### config.mk
export PLATFORM = sky130hd
export DESIGN_NAME = cfws_ctrl
export DESIGN_NICKNAME = d
export VERILOG_FILES = /design/src/hw/rtl/cfws_pkg.sv /design/src/hw/rtl/cfws_ctrl.sv
export VERILOG_INCLUDE_DIRS = /design/src /design/src/hw/rtl
export SDC_FILE = /design/constraint.sdc
export NUM_CORES = 1
export LEC_CHECK = 0
export ABC_AREA = 1
export BUFFER_PORTS_ARGS = -buffer_cell sky130_fd_sc_hd__buf_2
export CAP_MARGIN = 20
export CORE_AREA = 2 2 39 41
export CTS_CLUSTER_DIAMETER = 150
export CTS_CLUSTER_SIZE = 16
export DETAILED_ROUTE_END_ITERATION = 16
export DIE_AREA = 0 0 41 43
export GPL_ROUTABILITY_DRIVEN = 0
export PLACE_DENSITY = 0.53
export SLEW_MARGIN = 20
export SYNTH_ARGS = -nofsm -noshare
export SYNTH_HDL_FRONTEND = slang
export SYNTH_SLANG_ARGS = --single-unit
### constraint.sdc
create_clock -name i_clk -period 1.25 [get_ports i_clk]
set_clock_uncertainty 0.2 [all_clocks]
set_input_delay 0.125 -clock i_clk [delete_from_list [all_inputs] [get_ports i_clk]]
set_output_delay 0.125 -clock i_clk [all_outputs]
set_load 0.02 [all_outputs]
### src/hw/rtl/circular_fifo_with_search_assert.svh
// Assertion macros shared by the RTL modules.
`ifndef CIRCULAR_FIFO_WITH_SEARCH_ASSERT_SVH
`define CIRCULAR_FIFO_WITH_SEARCH_ASSERT_SVH

// Check a property at every rising edge, skipped while reset is held.
`define CFWS_ASSERT(lbl, clk, rst_n, prop, msg) \
    lbl: assert property (@(posedge clk) disable iff (!(rst_n)) (prop)) else $error(msg);

// Check a property at every rising edge, reset included.
`define CFWS_ASSERT_ALWAYS(lbl, clk, prop, msg) \
    lbl: assert property (@(posedge clk) (prop)) else $error(msg);

`endif

### src/hw/rtl/cfws_pkg.sv
`timescale 1ns / 1ps

package cfws_pkg;

    localparam int DEPTH        = 128;
    localparam int ADDR_W       = $clog2(DEPTH);
    localparam int CNT_W        = $clog2(DEPTH + 1);
    localparam int DATA_W       = 32;
    localparam int OCC_W        = 8;
    localparam int REQ_W        = 2;
    localparam int STS_W        = 2;
    localparam int IN_TDATA_W   = DATA_W;
    localparam int OUT_FIELDS_W = 2 * DATA_W + 1 + OCC_W + 2;
    localparam int OUT_TDATA_W  = ((OUT_FIELDS_W + 7) / 8) * 8;

    // Request codes
    localparam logic [REQ_W-1:0] REQ_PUSH   = 2'd0;
    localparam logic [REQ_W-1:0] REQ_POP    = 2'd1;
    localparam logic [REQ_W-1:0] REQ_SEARCH = 2'd2;

    // Status codes
    localparam logic [STS_W-1:0] ST_DONE  = 2'd0;
    localparam logic [STS_W-1:0] ST_FULL  = 2'd1;
    localparam logic [STS_W-1:0] ST_EMPTY = 2'd2;

    typedef enum logic [3:0] {
        S_IDLE  = 4'b0001,
        S_FRONT = 4'b0010,
        S_SCAN  = 4'b0100,
        S_DONE  = 4'b1000
    } t_state;

    typedef struct packed {
        logic accept;
        logic scan;
        logic load_front;
        logic emit;
    } t_cmd;

    typedef struct packed {
        logic scan_done;
        logic out_free;
    } t_sts;

    function automatic logic [ADDR_W-1:0] wrap_inc(input logic [ADDR_W-1:0] idx);
        return (idx == ADDR_W'(DEPTH - 1)) ? '0 : idx + 1'b1;
    endfunction

endpackage

### src/hw/rtl/cfws_ctrl.sv
`timescale 1ns / 1ps
`include "circular_fifo_with_search_assert.svh"

module cfws_ctrl (
    input  logic                      i_clk,
    input  logic                      i_rst_n,
    input  logic                      i_valid,
    input  logic [cfws_pkg::REQ_W-1:0] i_req,
    output logic                      o_ready,
    input  cfws_pkg::t_sts            i_sts,
    output cfws_pkg::t_cmd            o_cmd
);

    cfws_pkg::t_state r_state;
    cfws_pkg::t_state n_state;

    always_comb begin
        n_state = r_state;
        o_cmd   = '0;
        unique case (r_state)
            cfws_pkg::S_IDLE: begin
                o_cmd.accept = i_valid;
                if (i_valid) begin
                    if (i_req == cfws_pkg::REQ_POP) begin
                        n_state = cfws_pkg::S_FRONT;
                    end else if (i_req == cfws_pkg::REQ_SEARCH) begin
                        n_state = cfws_pkg::S_SCAN;
                    end else begin
                        n_state = cfws_pkg::S_DONE;
                    end
                end
            end
            cfws_pkg::S_FRONT: begin
                o_cmd.load_front = 1'b1;
                n_state          = cfws_pkg::S_DONE;
            end
            cfws_pkg::S_SCAN: begin
                o_cmd.scan = 1'b1;
                if (i_sts.scan_done) begin
                    n_state = cfws_pkg::S_DONE;
                end
            end
            cfws_pkg::S_DONE: begin
                if (i_sts.out_free) begin
                    o_cmd.emit = 1'b1;
                    n_state    = cfws_pkg::S_IDLE;
                end
            end
            default: begin
                n_state = cfws_pkg::S_IDLE;
            end
        endcase
    end

    always_ff @(posedge i_clk) begin
        if (!i_rst_n) begin
            r_state <= cfws_pkg::S_IDLE;
        end else begin
            r_state <= n_state;
        end
    end

    assign o_ready = (r_state == cfws_pkg::S_IDLE);

    `CFWS_ASSERT(a_accept_leaves_idle, i_clk, i_rst_n, (i_valid && o_ready) |=> (r_state != cfws_pkg::S_IDLE), "accepted word did not start work")
    `CFWS_ASSERT(a_emit_only_in_done, i_clk, i_rst_n, o_cmd.emit |-> (r_state == cfws_pkg::S_DONE && i_sts.out_free), "result emitted outside done state")

endmodule

# ---- Word-level counts from Yosys, hierarchy flattened
# Cells that the tools add are included.
dict set report classes {
  mux 11
  reduce_logical 1
  n_eq_ne 9
}
# cell n
set ops {}
lappend ops {{$mux 4} 5}
lappend ops {{$pmux 4 s4} 1}
lappend ops {{$ne 2x2->1 const B} 3}
lappend ops {{$mux 1} 5}
lappend ops {{$eq 4x1->1 const B} 1}
lappend ops {{$eq 4x2->1 const B} 1}
lappend ops {{$eq 4x3->1 const B} 1}
lappend ops {{$eq 4x4->1 const B} 1}
lappend ops {{$reduce_and 3->1} 1}
lappend ops {{$eq 2x1->1 const B} 1}
lappend ops {{$eq 2x2->1 const B} 1}
dict set report totals {
  out_inout_bits 5
  inputBits 7
  reg_bits 4
}

# ---- Depth between registers and ports, before layout
dict set report depth {
  ltp_word 5
  depth_mapped 7
  mapped_depth_nobuf 7
}

# ---- Worst setup path after synthesis
# Ideal clock, no wire load.
dict set report synth_path {
  path_type {register -> output}
  from {reg r_state[1]}
  to {out o_cmd[0] (netlist bit)}
  setup_slack_ns -0.231
  path_stages_with_launch 4
  required_ns 0.925
  t_arrival_ns 1.156
  path_cell_list {dfxtp_1 > nor2_2 > inv_2 > nor4_1}
}
# element line
set synth_rtl {}
lappend synth_rtl {{start, declared} cfws_ctrl.sv:14} ;# cfws_pkg::t_state r_state;
lappend synth_rtl {{start signal, assigned} cfws_ctrl.sv:57} ;# r_state <= cfws_pkg::S_IDLE;
lappend synth_rtl {{start signal, assigned} cfws_ctrl.sv:59} ;# r_state <= n_state;
lappend synth_rtl {{end, declared} cfws_ctrl.sv:11} ;# output cfws_pkg::t_cmd o_cmd

==> impl_metrics.toml <==
[outcome]
status = "complete, but fails checks"
violations = "setup timing"

[sta]
setup_viol = 8
rsz0062_at_grt = "yes"
layout_setup_ws_ns = -0.161
max_freq_mhz = 709
slew_headroom_pct = 87.1
slew_viol_final = 0
finalCriticalPeriod_ns = 1.41
report.final.hold_viol_count = 0
finalSetupTns_ns = -0.749
worst_pin_slew_ns = 0.193
period_share_pct = 113

[finish]
drive_gt1_share_pct = 75.0
largest-register = "r_state"
syn_to_final_growth_pct = 104
nets = 83
reg_top3 = "r_state x4"
largest_register_ff_count = 4
final_util_pct = 46.4
diodes = 0
fin_area_um2 = 642
stdcell_count = 88

[power]
switching_power_uw = 326
seq_power_share_pct = 21.4
power_density_nw_per_um2 = 1260
p_comb_share_pct = 56.5
intPower_uw = 481
vdd_drop_max_mv = 0.583
switching_share_pct = 40.4
leakagePower_uw = 0.000316
clkPwrFrac_pct = 22.1

[place]
dpl_cell_area_um2 = 403
dp_cells = 75
place_ws_ns = 0.00916
place.detailed.hpwl_um = 504
portBuffers = 11

[grt]
grt_usage_pct = 10.6
antenna_found_initial = 0
grt_max_degree = 6
grt_pass1_vias = 327
grt_pass1_wl_mm = 1.22
overflow = 0

[detailed_routing]
vias = 378
wire_per_inst_um = 9.69
firstDrtPassIters = 2
antenna_left = 0
remaining_drc_errors = 0
first_iter_violations = 1
routed_wl_um = 853
routed_via_density = 4.30

[die]
start_util_pct = 22.7
die_area_um2 = 1760
die_h_um = 43
rows = 14
pin_count = 12
die_x_um = 41
core_area_um2 = 1380

[setup_path]
criticalPathCategory = "reg -> out"
cp.required_ns = 0.93
critPathMaxFanout = 3
cp.arrival_ns = 1.09
crit_path_end_kind = "output pin"
startpoint_type = "register"

[logic_synthesis]
ys_ff_latch = 4
yosysMostFrequentCell = "inv_1"
postSynthCellCount = 47
ys_seq_area_share_pct = 25.5
ys.flop_type = "dfxtp_1"
synth.distinct_cells = 13
synth_edf_count = 0
syn_nets = 56
syn_area_per_cell_um2 = 6.68
synthTopCellsByArea = "dfxtp_1 25%, nor2_2 12%, nand3_1 11%, inv_1 11%, ha_1 8.0%"
synthArstFlopShare_pct = 0
synth_top_cells_by_count = "9 x inv_1, 7 x nand3_1, 6 x nand2_1, 6 x nor2_2, 4 x dfxtp_1"
synth_top_area_share_pct = 25.5
yosysTopAreaCell = "dfxtp_1"
syn_area_um2 = 314
ys_warn_count = 0

[clocking]
cts_tree = "done"
path_clk_slew_ns = 0.04
clk-insertion-delay-late_ns = 0.25
cts_buffers = 3
cts_max_level = 1
cts.path.max_buffers = 2
clkSinkCount = 4
root_buffer = "clkbuf_4"

[flow_run]
maxCapViolations = 0

[hold_path]
hold_class = "in -> reg"
[metal layers]
layer	up-vias	GRT usage (%)	part of all wire, %
li1	192	-	-
met1	171	11.3	37
met2	12	15.6	55
met3	3	4.71	5.2
met4	0	8.00	2.7
met5	-	0	0
[kinds of logic after synthesis]
family | after synthesis | share of synthesized area [%]
simple gates | 27 | 47.0
buf+inv | 12 | 14.3
flops | 4 | 25.5
compound gates | 2 | 5.18
fa+ha+maj | 2 | 7.97
[per-stage QoR]
stage          hold WS [ns]  total power, uW
3_5_place_dp          0.138              402
4_1_cts              0.0555              698
6_report             0.0472              807
5_1_grt              0.0748              851
2_1_floorplan       0.00921              347
3_3_place_gp          0.144              401
[final timing paths]
kind,start,end,slack (ns),depth (start not counted)
max,r_state[0]$_SDFFE_PN1P_,o_cmd[3],-0.16,5
min,i_req[0],r_state[1]$_SDFFE_PN0P_,0.05,4
max reg2reg,r_state[0]$_SDFFE_PN1P_,r_state[0]$_SDFFE_PN1P_,-0.05,7
min reg2reg,r_state[3]$_SDFFE_PN0P_,r_state[2]$_SDFFE_PN0P_,0.47,4
[final cells by class]
| cell class | count | area [um^2] |
|---|---|---|
| fillers | 134 | 742 |
| flip-flops and latches | 4 | 92.6 |
| inverters | 12 | 45.0 |
| clock buffers | 3 | 22.5 |
| multi-input cells | 31 | 287 |
| well taps | 16 | 20.0 |
| repair buffers | 22 | 175 |
[placed cells by master (no fill, tap or decap)]
cell	count
buf_2	6
inv_1	7
inv_2	5
dlygate4sd3_1	1
nor2_1	2
a21oi_2	1
buf_6	6
ha_1	2
nor2_2	2
nand2_4	1
nor4_4	1
nand3_4	2
buf_4	9
nand3_1	1
dfxtp_2	1
nand2_1	4
o211ai_1	1
nand2_2	3
dfxtp_4	3
clkbuf_4	3
nor2_4	7
nand3_2	4
[worst max-delay path, cell delays in order (launching register included)]
cell and delay (ns):
dfxtp_2 0.35, inv_2 0.05, nor2_4 0.12, nand2_4 0.08
nor2_4 0.12, buf_6 0.12
[power groups by stage]
stage	sequential (uW)	clock (uW)	combinational, uW
detailed placement	165	0	237
floorplan	163	0	184
global placement	164	0	236
global route	174	182	495
finish	173	178	456
CTS	169	169	360
[what timing repair did]
item                                    4_1_cts  5_1_grt
hold buffers                                  1        0
setup buffers                                 7        2
pin swaps                                     5        6
gates resized for setup                      18       20
endpoints found under the setup margin        5        9
hold endpoints to repair                      4        0
gates cloned                                  0        0
(Power assumes the default switching activity.)
